### config.mk
export PLATFORM = sky130hd
export DESIGN_NAME = fasta_record_splitter_unit
export DESIGN_NICKNAME = d
export VERILOG_FILES = /design/src/rtl/frsu_pkg.sv /design/src/rtl/frsu_front.sv /design/src/rtl/frsu_cmd_fifo.sv /design/src/rtl/frsu_back.sv /design/src/rtl/fasta_record_splitter_unit.sv
export SDC_FILE = /design/constraint.sdc
export NUM_CORES = 1
export LEC_CHECK = 0
export ABC_AREA = 1
export BUFFER_PORTS_ARGS = -buffer_cell sky130_fd_sc_hd__buf_2
export CORE_ASPECT_RATIO = 0.9
export CORE_UTILIZATION = 40
export CTS_BUF_LIST = sky130_fd_sc_hd__clkbuf_16
export CTS_CLUSTER_SIZE = 20
export DETAILED_ROUTE_END_ITERATION = 8
export GPL_ROUTABILITY_DRIVEN = 0
export GPL_TIMING_DRIVEN = 0
export SLEW_MARGIN = 20
export SYNTH_ARGS = -nofsm -noshare
export SYNTH_HDL_FRONTEND = slang
export SYNTH_HIERARCHICAL = 1
export SYNTH_SLANG_ARGS = --single-unit
### constraint.sdc
create_clock -name clk -period 5.52 [get_ports clk]
set_clock_uncertainty 0.1 [all_clocks]
set_input_delay 0.552 -clock clk [delete_from_list [all_inputs] [get_ports clk]]
set_output_delay 0.552 -clock clk [all_outputs]
set_load 0.005 [all_outputs]
### src/rtl/frsu_pkg.sv
package frsu_pkg;

    // FASTA text bytes with a meaning of their own
    localparam logic [7:0] NEWLINE_BYTE = 8'd10;
    localparam logic [7:0] HEADER_BYTE  = 8'd62;

    // Command queue between the front and the back
    localparam int CMD_DEPTH = 4;
    localparam int CMD_AW    = $clog2(CMD_DEPTH);
    localparam int CMD_CW    = CMD_AW + 1;

    // Result output queue inside the back
    localparam int OUT_DEPTH = 2;
    localparam int OUT_AW    = $clog2(OUT_DEPTH);
    localparam int OUT_CW    = OUT_AW + 1;

    typedef enum logic [1:0] {
        KIND_NAME   = 2'd0,
        KIND_SEQ    = 2'd1,
        KIND_LENGTH = 2'd2,
        KIND_ERROR  = 2'd3
    } kind_t;

    // Work handed from the front to the back
    typedef enum logic [1:0] {
        OP_NAME  = 2'd0,
        OP_SEQ   = 2'd1,
        OP_CLOSE = 2'd2,
        OP_ERROR = 2'd3
    } op_t;

    typedef struct packed {
        op_t        op;
        logic [7:0] data;
    } cmd_t;

    typedef struct packed {
        logic       func;
        logic [7:0] byte_value;
    } in_t;

    typedef struct packed {
        kind_t       kind;
        logic [7:0]  out_byte;
        logic [63:0] record_length;
    } out_t;

endpackage

### src/rtl/frsu_front.sv
module frsu_front
    import frsu_pkg::*;
(
    input  logic clk,
    input  logic rst_n,
    input  logic accept,
    input  in_t  request,
    output logic cmd_push,
    output cmd_t cmd
);

    typedef enum logic [4:0] {
        MODE_AWAIT      = 5'b00001,
        MODE_NAME       = 5'b00010,
        MODE_LINE_START = 5'b00100,
        MODE_IN_LINE    = 5'b01000,
        MODE_ERROR      = 5'b10000
    } mode_t;

    mode_t mode_reg;
    mode_t mode_next;
    logic  emit;
    op_t   op;
    logic  is_nl;
    logic  is_hdr;

    assign is_nl  = (request.byte_value == NEWLINE_BYTE);
    assign is_hdr = (request.byte_value == HEADER_BYTE);

    // Classify the request against the parse mode
    always_comb
    begin
        mode_next = mode_reg;
        emit      = 1'b0;
        op        = OP_NAME;
        if (request.func)
        begin
            mode_next = MODE_AWAIT;
            case (mode_reg)
                MODE_NAME, MODE_LINE_START, MODE_IN_LINE:
                begin
                    emit = 1'b1;
                    op   = OP_CLOSE;
                end
                MODE_ERROR:
                begin
                    emit = 1'b0;
                end
                default:
                begin
                    emit = 1'b1;
                    op   = OP_ERROR;
                end
            endcase
        end
        else
        begin
            case (mode_reg)
                MODE_NAME:
                begin
                    emit = 1'b1;
                    op   = OP_NAME;
                    if (is_nl)
                    begin
                        mode_next = MODE_LINE_START;
                    end
                end
                MODE_LINE_START:
                begin
                    if (is_hdr)
                    begin
                        emit      = 1'b1;
                        op        = OP_CLOSE;
                        mode_next = MODE_NAME;
                    end
                    else if (!is_nl)
                    begin
                        emit      = 1'b1;
                        op        = OP_SEQ;
                        mode_next = MODE_IN_LINE;
                    end
                end
                MODE_IN_LINE:
                begin
                    if (is_nl)
                    begin
                        mode_next = MODE_LINE_START;
                    end
                    else
                    begin
                        emit = 1'b1;
                        op   = OP_SEQ;
                    end
                end
                MODE_ERROR:
                begin
                    mode_next = MODE_ERROR;
                end
                default:
                begin
                    if (is_hdr)
                    begin
                        mode_next = MODE_NAME;
                    end
                    else
                    begin
                        emit      = 1'b1;
                        op        = OP_ERROR;
                        mode_next = MODE_ERROR;
                    end
                end
            endcase
        end
    end

    assign cmd_push = accept && emit;
    assign cmd.op   = op;
    assign cmd.data = request.byte_value;

    // Advance the parse mode on each accepted request
    always_ff @(posedge clk or negedge rst_n)
    begin
        if (!rst_n)
        begin
            mode_reg <= MODE_AWAIT;
        end
        else if (accept)
        begin
            mode_reg <= mode_next;
        end
    end

endmodule

### src/rtl/frsu_cmd_fifo.sv
module frsu_cmd_fifo
    import frsu_pkg::*;
(
    input  logic clk,
    input  logic rst_n,
    input  logic push,
    input  cmd_t push_cmd,
    input  logic pop,
    output cmd_t head,
    output logic empty,
    output logic full
);

    cmd_t              mem_reg [CMD_DEPTH];
    logic [CMD_AW-1:0] wr_ptr_reg;
    logic [CMD_AW-1:0] rd_ptr_reg;
    logic [CMD_CW-1:0] cnt_reg;
    logic              do_push;
    logic              do_pop;

    assign empty   = (cnt_reg == '0);
    assign full    = (cnt_reg == CMD_CW'(CMD_DEPTH));
    assign do_push = push && !full;
    assign do_pop  = pop && !empty;
    assign head    = mem_reg[rd_ptr_reg];

    // Store the pushed command
    always_ff @(posedge clk)
    begin
        if (do_push)
        begin
            mem_reg[wr_ptr_reg] <= push_cmd;
        end
    end

    // Advance pointers and fill count
    always_ff @(posedge clk or negedge rst_n)
    begin
        if (!rst_n)
        begin
            wr_ptr_reg <= '0;
            rd_ptr_reg <= '0;
            cnt_reg    <= '0;
        end
        else
        begin
            if (do_push)
            begin
                wr_ptr_reg <= wr_ptr_reg + 1'b1;
            end
            if (do_pop)
            begin
                rd_ptr_reg <= rd_ptr_reg + 1'b1;
            end
            if (do_push && !do_pop)
            begin
                cnt_reg <= cnt_reg + 1'b1;
            end
            else if (do_pop && !do_push)
            begin
                cnt_reg <= cnt_reg - 1'b1;
            end
        end
    end

endmodule

### src/rtl/frsu_back.sv
module frsu_back
    import frsu_pkg::*;
(
    input  logic clk,
    input  logic rst_n,
    input  logic cmd_empty,
    input  cmd_t cmd,
    output logic cmd_pop,
    input  logic pop,
    output logic empty,
    output out_t result
);

    out_t              slot_reg [OUT_DEPTH];
    logic [OUT_AW-1:0] wr_ptr_reg;
    logic [OUT_AW-1:0] rd_ptr_reg;
    logic [OUT_CW-1:0] cnt_reg;
    logic [63:0]       seq_count_reg;
    logic [63:0]       seq_count_next;
    logic [63:0]       seq_count_inc;
    out_t              res;
    logic              out_pop;

    assign empty   = (cnt_reg == '0);
    assign out_pop = pop && !empty;
    assign cmd_pop = !cmd_empty && ((cnt_reg != OUT_CW'(OUT_DEPTH)) || out_pop);
    assign result  = slot_reg[rd_ptr_reg];
    assign seq_count_inc = seq_count_reg + 64'd1;

    // Carry out the command and build its result
    always_comb
    begin
        seq_count_next    = seq_count_reg;
        res.kind          = KIND_ERROR;
        res.out_byte      = 8'd0;
        res.record_length = 64'd0;
        case (cmd.op)
            OP_NAME:
            begin
                res.kind     = KIND_NAME;
                res.out_byte = cmd.data;
            end
            OP_SEQ:
            begin
                res.kind       = KIND_SEQ;
                res.out_byte   = cmd.data;
                seq_count_next = seq_count_inc;
            end
            OP_CLOSE:
            begin
                res.kind          = KIND_LENGTH;
                res.record_length = seq_count_reg;
                seq_count_next    = 64'd0;
            end
            default:
            begin
                res.kind = KIND_ERROR;
            end
        endcase
    end

    // Hold results until the receiver takes them
    always_ff @(posedge clk)
    begin
        if (cmd_pop)
        begin
            slot_reg[wr_ptr_reg] <= res;
        end
    end

    // Advance the count, pointers and fill level
    always_ff @(posedge clk or negedge rst_n)
    begin
        if (!rst_n)
        begin
            seq_count_reg <= 64'd0;
            wr_ptr_reg    <= '0;
            rd_ptr_reg    <= '0;
            cnt_reg       <= '0;
        end
        else
        begin
            if (cmd_pop)
            begin
                seq_count_reg <= seq_count_next;
                wr_ptr_reg    <= wr_ptr_reg + 1'b1;
            end
            if (out_pop)
            begin
                rd_ptr_reg <= rd_ptr_reg + 1'b1;
            end
            if (cmd_pop && !out_pop)
            begin
                cnt_reg <= cnt_reg + 1'b1;
            end
            else if (out_pop && !cmd_pop)
            begin
                cnt_reg <= cnt_reg - 1'b1;
            end
        end
    end

    // A sequence byte bumps the count by exactly one
    assert property (@(posedge clk) disable iff (!rst_n)
        cmd_pop && (cmd.op == OP_SEQ) |=> seq_count_reg == $past(seq_count_reg) + 64'd1)
        else $error("sequence count did not advance");

    // Closing a record reports the count and clears it
    assert property (@(posedge clk) disable iff (!rst_n)
        cmd_pop && (cmd.op == OP_CLOSE) |=> seq_count_reg == 64'd0)
        else $error("sequence count not cleared on close");

    // Name and error commands leave the count alone
    assert property (@(posedge clk) disable iff (!rst_n)
        cmd_pop && ((cmd.op == OP_NAME) || (cmd.op == OP_ERROR))
        |=> $stable(seq_count_reg))
        else $error("sequence count changed unexpectedly");

    // The result queue never overfills
    assert property (@(posedge clk) disable iff (!rst_n)
        cnt_reg <= OUT_CW'(OUT_DEPTH))
        else $error("result queue overflow");

endmodule

### src/rtl/fasta_record_splitter_unit.sv
// FASTA record splitter.
// Input channel: a queue-style write port. Drive request and raise push;
// the request is taken on a clock edge where full is low. request.func = 0
// carries one text byte, request.func = 1 marks end of input.
// Result channel: a queue-style read port. While empty is low, result holds
// the oldest result (name byte, sequence byte, record length or format
// error); raise pop to take it.
// Throughput: one request per cycle, sustained, while results are drained.
// Path: the edge that takes a request writes its command into the
// four-entry command queue; the back then writes its result into the
// two-entry result queue, from which the receiver pops it.
// Requests that produce no result (blank lines, the leading '>', bytes
// after an error) are consumed when accepted and write no command.
// Stall: when the receiver holds pop low, the result queue fills, the back
// stops draining commands, and full rises once the command queue is full;
// nothing is lost.
// Reset: rst_n (asynchronous, active low) empties both queues, clears the
// sequence count and returns the parser to waiting for the first '>'.
module fasta_record_splitter_unit
    import frsu_pkg::*;
(
    input  logic clk,
    input  logic rst_n,
    input  logic push,
    output logic full,
    input  in_t  request,
    input  logic pop,
    output logic empty,
    output out_t result
);

    logic accept;
    logic cmd_push;
    cmd_t cmd_in;
    cmd_t cmd_head;
    logic cmd_empty;
    logic cmd_pop;

    assign accept = push && !full;

    frsu_front u_front (
        .clk      (clk),
        .rst_n    (rst_n),
        .accept   (accept),
        .request  (request),
        .cmd_push (cmd_push),
        .cmd      (cmd_in)
    );

    frsu_cmd_fifo u_cmd_fifo (
        .clk      (clk),
        .rst_n    (rst_n),
        .push     (cmd_push),
        .push_cmd (cmd_in),
        .pop      (cmd_pop),
        .head     (cmd_head),
        .empty    (cmd_empty),
        .full     (full)
    );

    frsu_back u_back (
        .clk       (clk),
        .rst_n     (rst_n),
        .cmd_empty (cmd_empty),
        .cmd       (cmd_head),
        .cmd_pop   (cmd_pop),
        .pop       (pop),
        .empty     (empty),
        .result    (result)
    );

endmodule
# --- Word-level counts from Yosys, hierarchy flattened ---
# Memories as Yosys holds them, arrays and structs flattened.
# Index checks and enable logic that the tools add are counted.
op_classes:
  add_sub_neg: 9
  n_eq_ne: 12
  n_mux: 30
  n_reduce_logical: 30
op_table:
  columns: ["operator", "count"]
  rows:
  - ["case mux 64 bit (2 select lines)", 1]
  - ["adder 64 x 1 -> 64 bit (second input constant)", 1]
  - ["2-to-1 mux 64 bit", 1]
  - ["2-to-1 mux 5 bit", 5]
  - ["case mux 5 bit (3 select lines)", 1]
  - ["case mux 2 bit (3 select lines)", 2]
  - ["logical AND 1 bit", 10]
  - ["2-to-1 mux 1 bit", 10]
  - ["2-to-1 mux 2 bit", 5]
  - ["equality test 8 x 4 -> 1 bit (second input constant)", 1]
  - ["equality test 8 x 6 -> 1 bit (second input constant)", 1]
  - ["2-to-1 mux 8 bit", 1]
  - ["logical NOT 1 bit", 7]
  - ["adder 2 x 1 -> 2 bit (second input constant)", 3]
  - ["2-to-1 mux 3 bit", 2]
  - ["nonzero test 2 bit", 3]
  - ["OR reduction 2 bit", 3]
  - ["equality test 5 x 2 -> 1 bit (second input constant)", 1]
  - ["equality test 5 x 3 -> 1 bit (second input constant)", 1]
  - ["equality test 5 x 4 -> 1 bit (second input constant)", 1]
  - ["equality test 5 bit (second input constant)", 1]
  - ["logical NOT 2 bit", 2]
  - ["inequality test 4 bit (second input constant)", 1]
  - ["case mux 1 bit (4 select lines)", 1]
  - ["other kinds (15)", 16]
word_totals:
  reg_bits: 80
  ramBits: 188
  output_inout_bits: 76
  wordCells: 91
  mem_count: 2
mem_list:
  columns: ["name", "depth", "word_bits", "read_ports", "rd_clocked_by_memory_dff", "write_ports", "line", "text"]
  rows:
  - ["u_back.slot_reg", 2, 74, 1, 0, 1, "frsu_back.sv:14", "out_t slot_reg [OUT_DEPTH];"]
  - ["u_cmd_fifo.mem_reg", 4, 10, 1, 0, 1, "frsu_cmd_fifo.sv:14", "cmd_t mem_reg [CMD_DEPTH];"]

# --- Depth between registers and ports, before layout ---
depth:
  depth_word: 11
  depth_mapped: 18
  ltp_nobuf: 18

# --- By module ---
# The synthesis kept the hierarchy.
by_module_without_submodules:
  columns: ["mod", "n_inst", "cells_each", "area_per_inst_um2", "seq_area_each_um2"]
  rows:
  - ["frsu_back", 1, 1215, 10387.5, 6145.9]
  - ["frsu_cmd_fifo", 1, 178, 2088.3, 1376.3]
  - ["frsu_front", 1, 105, 603.1, 126.4]
  - ["fasta_record_splitter_unit", 1, 2, 10.0, 0.0]

# --- Worst setup path before layout ---
# No wires, ideal clock.
synth_path:
  path_kind: "register -> register"
  start: "register u_cmd_fifo.cnt_reg[0]"
  end: "memory u_back/slot_reg[1][0] (netlist name) (enable)"
  setup_ps: 508
  t_arrival_ps: 3914
  t_required_ps: 4912
  slack_ps: 998
  path_stages_with_launch: 7
  n_path_buf: 0
  cell_sequence: "dfrtp_1 -> inv_1 -> nand3_1 -> inv_1 -> inv_1 -> nand2_1 -> nor2_1"
synth_via:
  elab_chain_cells: 5
synth_lines:
  columns: ["element", "line", "text"]
  rows:
  - ["from (decl)", "frsu_cmd_fifo.sv:17", "logic [CMD_CW-1:0] cnt_reg;"]
  - ["from (signal assigned)", "frsu_cmd_fifo.sv:57", "cnt_reg <= cnt_reg + 1'b1;"]
  - ["from (signal assigned)", "frsu_cmd_fifo.sv:61", "cnt_reg <= cnt_reg - 1'b1;"]
  - ["logical NOT 3 bit", "frsu_cmd_fifo.sv:21", "assign empty = (cnt_reg == '0);"]
  - ["net cmd_empty", "fasta_record_splitter_unit.sv:36", "logic cmd_empty;"]
  - ["logical NOT 1 bit", "frsu_back.sv:26", "assign cmd_pop = !cmd_empty && ((cnt_reg != OUT_CW'(OUT_DEPTH)) || out_pop);"]
  - ["logical AND 1 bit", "frsu_back.sv:26", null]
  - ["2-to-1 mux 1 bit", "frsu_back.sv:65", "if (cmd_pop)"]
  - ["2-to-1 mux 1 bit (implied by the code)", "frsu_back.sv:67", "slot_reg[wr_ptr_reg] <= res;"]
  - ["to (decl)", "frsu_back.sv:14", null]
# The timed path passes the listed nets, and every way through them passes these cells.

==> results.json <==
{
  "run_status": "finished, violations left",
  "violations": "design-rule violations",
  "area_of_the_multi_input_gates_um2": 4430,
  "yosysWarnings": 6,
  "vias": 9856,
  "setup_viol": 0,
  "slew_headroom_pct": 28.4,
  "stdcell_count": 2066,
  "critPathLaunchType": "register",
  "total_core_area_um2": 32000,
  "clock_slew_at_reported_path_ffs_ps": 60,
  "antenna_found_initial": 0,
  "drtAntennaViolNets": 0,
  "finalPower_uw": 8260,
  "io_pins": 89,
  "postRouteWirelength_mm": 30.7,
  "share_comb_of_total_power_pct": 37.3,
  "timing.critical_path.arrival_ps": 2530,
  "cts-buffers-inserted": 29,
  "first_global_vias": 9316,
  "fp.dieArea_um2": 33500,
  "ys_seq_elements": 268,
  "antenna_cells_inserted": 0,
  "internal-power_uw": 5170,
  "synthDominantAreaCellType": "sky130_fd_sc_hd__edfxtp_1",
  "switching_share_pct": 37.4,
  "netSwitchingPower_uw": 3090,
  "synth_top_flop_cell": "sky130_fd_sc_hd__edfxtp_1",
  "synth_cell_types": 41,
  "ir_drop_worst_case_vdd_mv": 0.341,
  "finalHoldViolCount": 0,
  "total_negative_setup_slacks_ps": 0,
  "clk-insertion-delay-late_ps": 550,
  "cts_tree": "built",
  "area_delta_synth_final_pct": 15.5,
  "place_hpwl_mm": 22.4,
  "clkSinkCount": 268,
  "min_period_over_period_pct": 57.6,
  "worstHoldPathType": "in2reg",
  "synth_top_cell_area_share_pct": 43.1,
  "rsz0062_at_grt": "no",
  "port_buffers": 88,
  "drt_first_pass_iters": 8,
  "maximum_number_of_pins_on_one_net_before_global_route_repair": 43,
  "timing.hold.ws_ps": 224,
  "proportion_of_synthesized_flip_flops_having_asynchronous_set_or_reset_pct": 29.9,
  "vert_die_dim_um": 174,
  "largest_register_ff_count": 148,
  "ctsHtreeMaxLevel": 1,
  "fin_nets": 1652,
  "final_max_slew_viols": 0,
  "path_class": "reg2out",
  "clockPowerShare_pct": 21.4,
  "remaining_drc_errors": 14,
  "setup.reg_to_reg.worst_slack_ps": 2630,
  "placed_cells_incl_taps": 2011,
  "power.leakage_uw": 0.00690,
  "synth_cells": 1500,
  "starting_density_of_the_core_pct": 40.9,
  "initialDrtViolationCount": 684,
  "critical_path.max_fanout": 10,
  "cts_resized": 0,
  "power_density_nw_per_um2": 546,
  "post_drt_wl_per_cell_um": 14.8,
  "post_synth_main_area_contributors": "sky130_fd_sc_hd__edfxtp_1, sky130_fd_sc_hd__nand2_1, sky130_fd_sc_hd__dfrtp_1",
  "timing.max_cap.violations": 0,
  "track_usage_pct": 18.8,
  "num_rows": 62,
  "synth.yosys.seq_area_share_pct": 58.4,
  "max_slew.worst_pin.slew_ps": 1070,
  "fin_crit_ps": 3180,
  "fillers": 3094,
  "clockBufferDepth": 3,
  "synth_fp_nets": 1525,
  "timing.critical_path.to_type": "output pin",
  "floorplan.die.width_um": 193,
  "grt_pass1_wl_mm": 49.1,
  "number_of_enable_type_register_cells_in_the_synthesized_netlist": 188,
  "worstPathRequired_ps": 4870,
  "synth_area_per_cell_um2": 8.73,
  "grt_overflow_total": 0,
  "max_freq_mhz": 314,
  "ctsRootBufferMaster": "sky130_fd_sc_hd__clkbuf_16",
  "routed_via_density": 4.77,
  "synth.cell_area_um2": 13100,
  "power.sequential.fraction_pct": 41.2,
  "sequential_cell_area_um2": 7650,
  "drive_above_1_share_pct": 13.6
}
==> what timing repair did <==
item,CTS,global route
hold buffers,1,0
endpoints found under the hold margin,37,0
setup buffers,0,0
endpoints found under the setup margin,0,0
==> worst max-delay path, cell delays in order, from the launching register on <==
cell,delay [ps]
sky130_fd_sc_hd__dfrtp_1,380
sky130_fd_sc_hd__inv_1,80
sky130_fd_sc_hd__clkbuf_1,620
sky130_fd_sc_hd__buf_1,540
sky130_fd_sc_hd__nand2_1,110
sky130_fd_sc_hd__nand2_1,80
sky130_fd_sc_hd__buf_2,150
==> power by group through the flow <==
| stage | clock network (µW) | registers (µW) | logic (µW) |
|---|---|---|---|
| global route | 1890 | 3480 | 3500 |
| finish | 1770 | 3400 | 3080 |
| detailed placement | 0 | 3440 | 3160 |
| global placement | 0 | 3510 | 2890 |
| floorplan | 0 | 3420 | 1890 |
| CTS | 1820 | 3400 | 3160 |
==> cells in the final DEF (no fill, tap or decap), types with 2 or more instances in the layout <==
| master | count |
|---|---|
| sky130_fd_sc_hd__nand2_1 | 545 |
| sky130_fd_sc_hd__inv_1 | 203 |
| sky130_fd_sc_hd__nor2_1 | 190 |
| sky130_fd_sc_hd__edfxtp_1 | 188 |
| sky130_fd_sc_hd__buf_2 | 95 |
| sky130_fd_sc_hd__dfrtp_1 | 79 |
| sky130_fd_sc_hd__nand3_1 | 44 |
| sky130_fd_sc_hd__a21oi_1 | 31 |
| sky130_fd_sc_hd__clkbuf_16 | 29 |
| sky130_fd_sc_hd__nor2_2 | 23 |
| sky130_fd_sc_hd__o21ai_0 | 23 |
| sky130_fd_sc_hd__nand4_1 | 20 |
| sky130_fd_sc_hd__clkbuf_1 | 15 |
| sky130_fd_sc_hd__nor3_1 | 15 |
| sky130_fd_sc_hd__o211ai_1 | 14 |
| sky130_fd_sc_hd__nand2_2 | 12 |
| sky130_fd_sc_hd__ha_1 | 11 |
| sky130_fd_sc_hd__clkinv_1 | 10 |
| sky130_fd_sc_hd__buf_4 | 9 |
| sky130_fd_sc_hd__nor2_4 | 9 |
| sky130_fd_sc_hd__o21ai_1 | 9 |
| sky130_fd_sc_hd__buf_1 | 8 |
| sky130_fd_sc_hd__nand3_2 | 7 |
| sky130_fd_sc_hd__clkinv_2 | 6 |
| sky130_fd_sc_hd__xnor2_1 | 6 |
| sky130_fd_sc_hd__o211ai_2 | 6 |
| sky130_fd_sc_hd__o21a_1 | 5 |
| sky130_fd_sc_hd__inv_2 | 4 |
| sky130_fd_sc_hd__buf_16 | 4 |
| sky130_fd_sc_hd__buf_6 | 3 |
| sky130_fd_sc_hd__nor3b_1 | 3 |
| sky130_fd_sc_hd__buf_12 | 3 |
| sky130_fd_sc_hd__clkinvlp_4 | 2 |
| sky130_fd_sc_hd__or2_2 | 2 |
| sky130_fd_sc_hd__nand3_4 | 2 |
| sky130_fd_sc_hd__clkbuf_8 | 2 |
==> kinds of logic (layout without fill, tap and decap cells) <==
| family | after synthesis | count (layout) | share of synthesized area, % |
|---|---|---|---|
| compound gates | 93 | 93 | 4.35 |
| flops | 268 | 268 | 58.4 |
| buf+inv | 248 | 398 | 7.85 |
| fa+ha+maj | 12 | 12 | 1.20 |
| xor+xnor | 7 | 7 | 0.468 |
| simple gates | 872 | 872 | 27.7 |
==> routing by layer <==
layer,up-vias,global-route usage (%),wire length [µm]
met5,-,0,0
met2,225,30.2,14200
li1,5002,-,-
met1,4595,26.7,14300
met4,0,4.53,591
met3,34,2.51,1600
==> synth_stat cells, types with 4 or more instances <==
cell type and count:
sky130_fd_sc_hd__nand3_2 7, sky130_fd_sc_hd__nand3_1 44, sky130_fd_sc_hd__nor2_4 7, sky130_fd_sc_hd__buf_4 8, sky130_fd_sc_hd__buf_1 8, sky130_fd_sc_hd__nor2_1 192
sky130_fd_sc_hd__nand4_1 20, sky130_fd_sc_hd__nor2_2 23, sky130_fd_sc_hd__o21a_1 5, sky130_fd_sc_hd__clkbuf_1 15, sky130_fd_sc_hd__a21oi_1 31, sky130_fd_sc_hd__xnor2_1 6
sky130_fd_sc_hd__nand2_2 12, sky130_fd_sc_hd__o21ai_0 23, sky130_fd_sc_hd__inv_1 197, sky130_fd_sc_hd__o211ai_2 6, sky130_fd_sc_hd__buf_2 8, sky130_fd_sc_hd__ha_1 11
sky130_fd_sc_hd__nand2_1 545, sky130_fd_sc_hd__dfrtp_1 79, sky130_fd_sc_hd__o21ai_1 9, sky130_fd_sc_hd__inv_2 4, sky130_fd_sc_hd__nor3_1 15, sky130_fd_sc_hd__o211ai_1 14
sky130_fd_sc_hd__edfxtp_1 188
==> metrics by stage <==
step	worst slack, ps	instance area [µm²]	utilization (%)
floorplan	998	13100	-
global placement	-1090	14000	43.9
CTS	2220	15100	47.2
finish	2340	15100	47.2
detailed placement	2610	14200	44.4
global route	2120	15100	47.2
==> cell type report <==
class                      count  share of cell area [%]
sequential                   268                    50.6
multi-input combinational    984                    29.3
inverter                     203                    5.06
clock buffer                  29                    4.80
timing repair buffer          96                    4.12
tap                          416                    3.44
buffer                        45                    1.74
clock inverter                25                   0.927
==> path summary, 6_finish.rpt <==
check / start / end / cells past startpoint
max in group asynchronous: rst_n / u_back/seq_count_reg[18] / 3
max reg2reg: u_cmd_fifo/rd_ptr_reg[0] / u_back/slot_reg[1][43] / 11
min in group asynchronous: rst_n / u_front/mode_reg[2] / 2
min reg2reg: u_cmd_fifo/cnt_reg[2] / u_cmd_fifo/cnt_reg[2] / 2
min: request[7] / u_cmd_fifo/mem_reg[2][7] / 2
max: u_back/rd_ptr_reg / result[62] / 6
No activity file was read; power rests on OpenSTA's default activity.
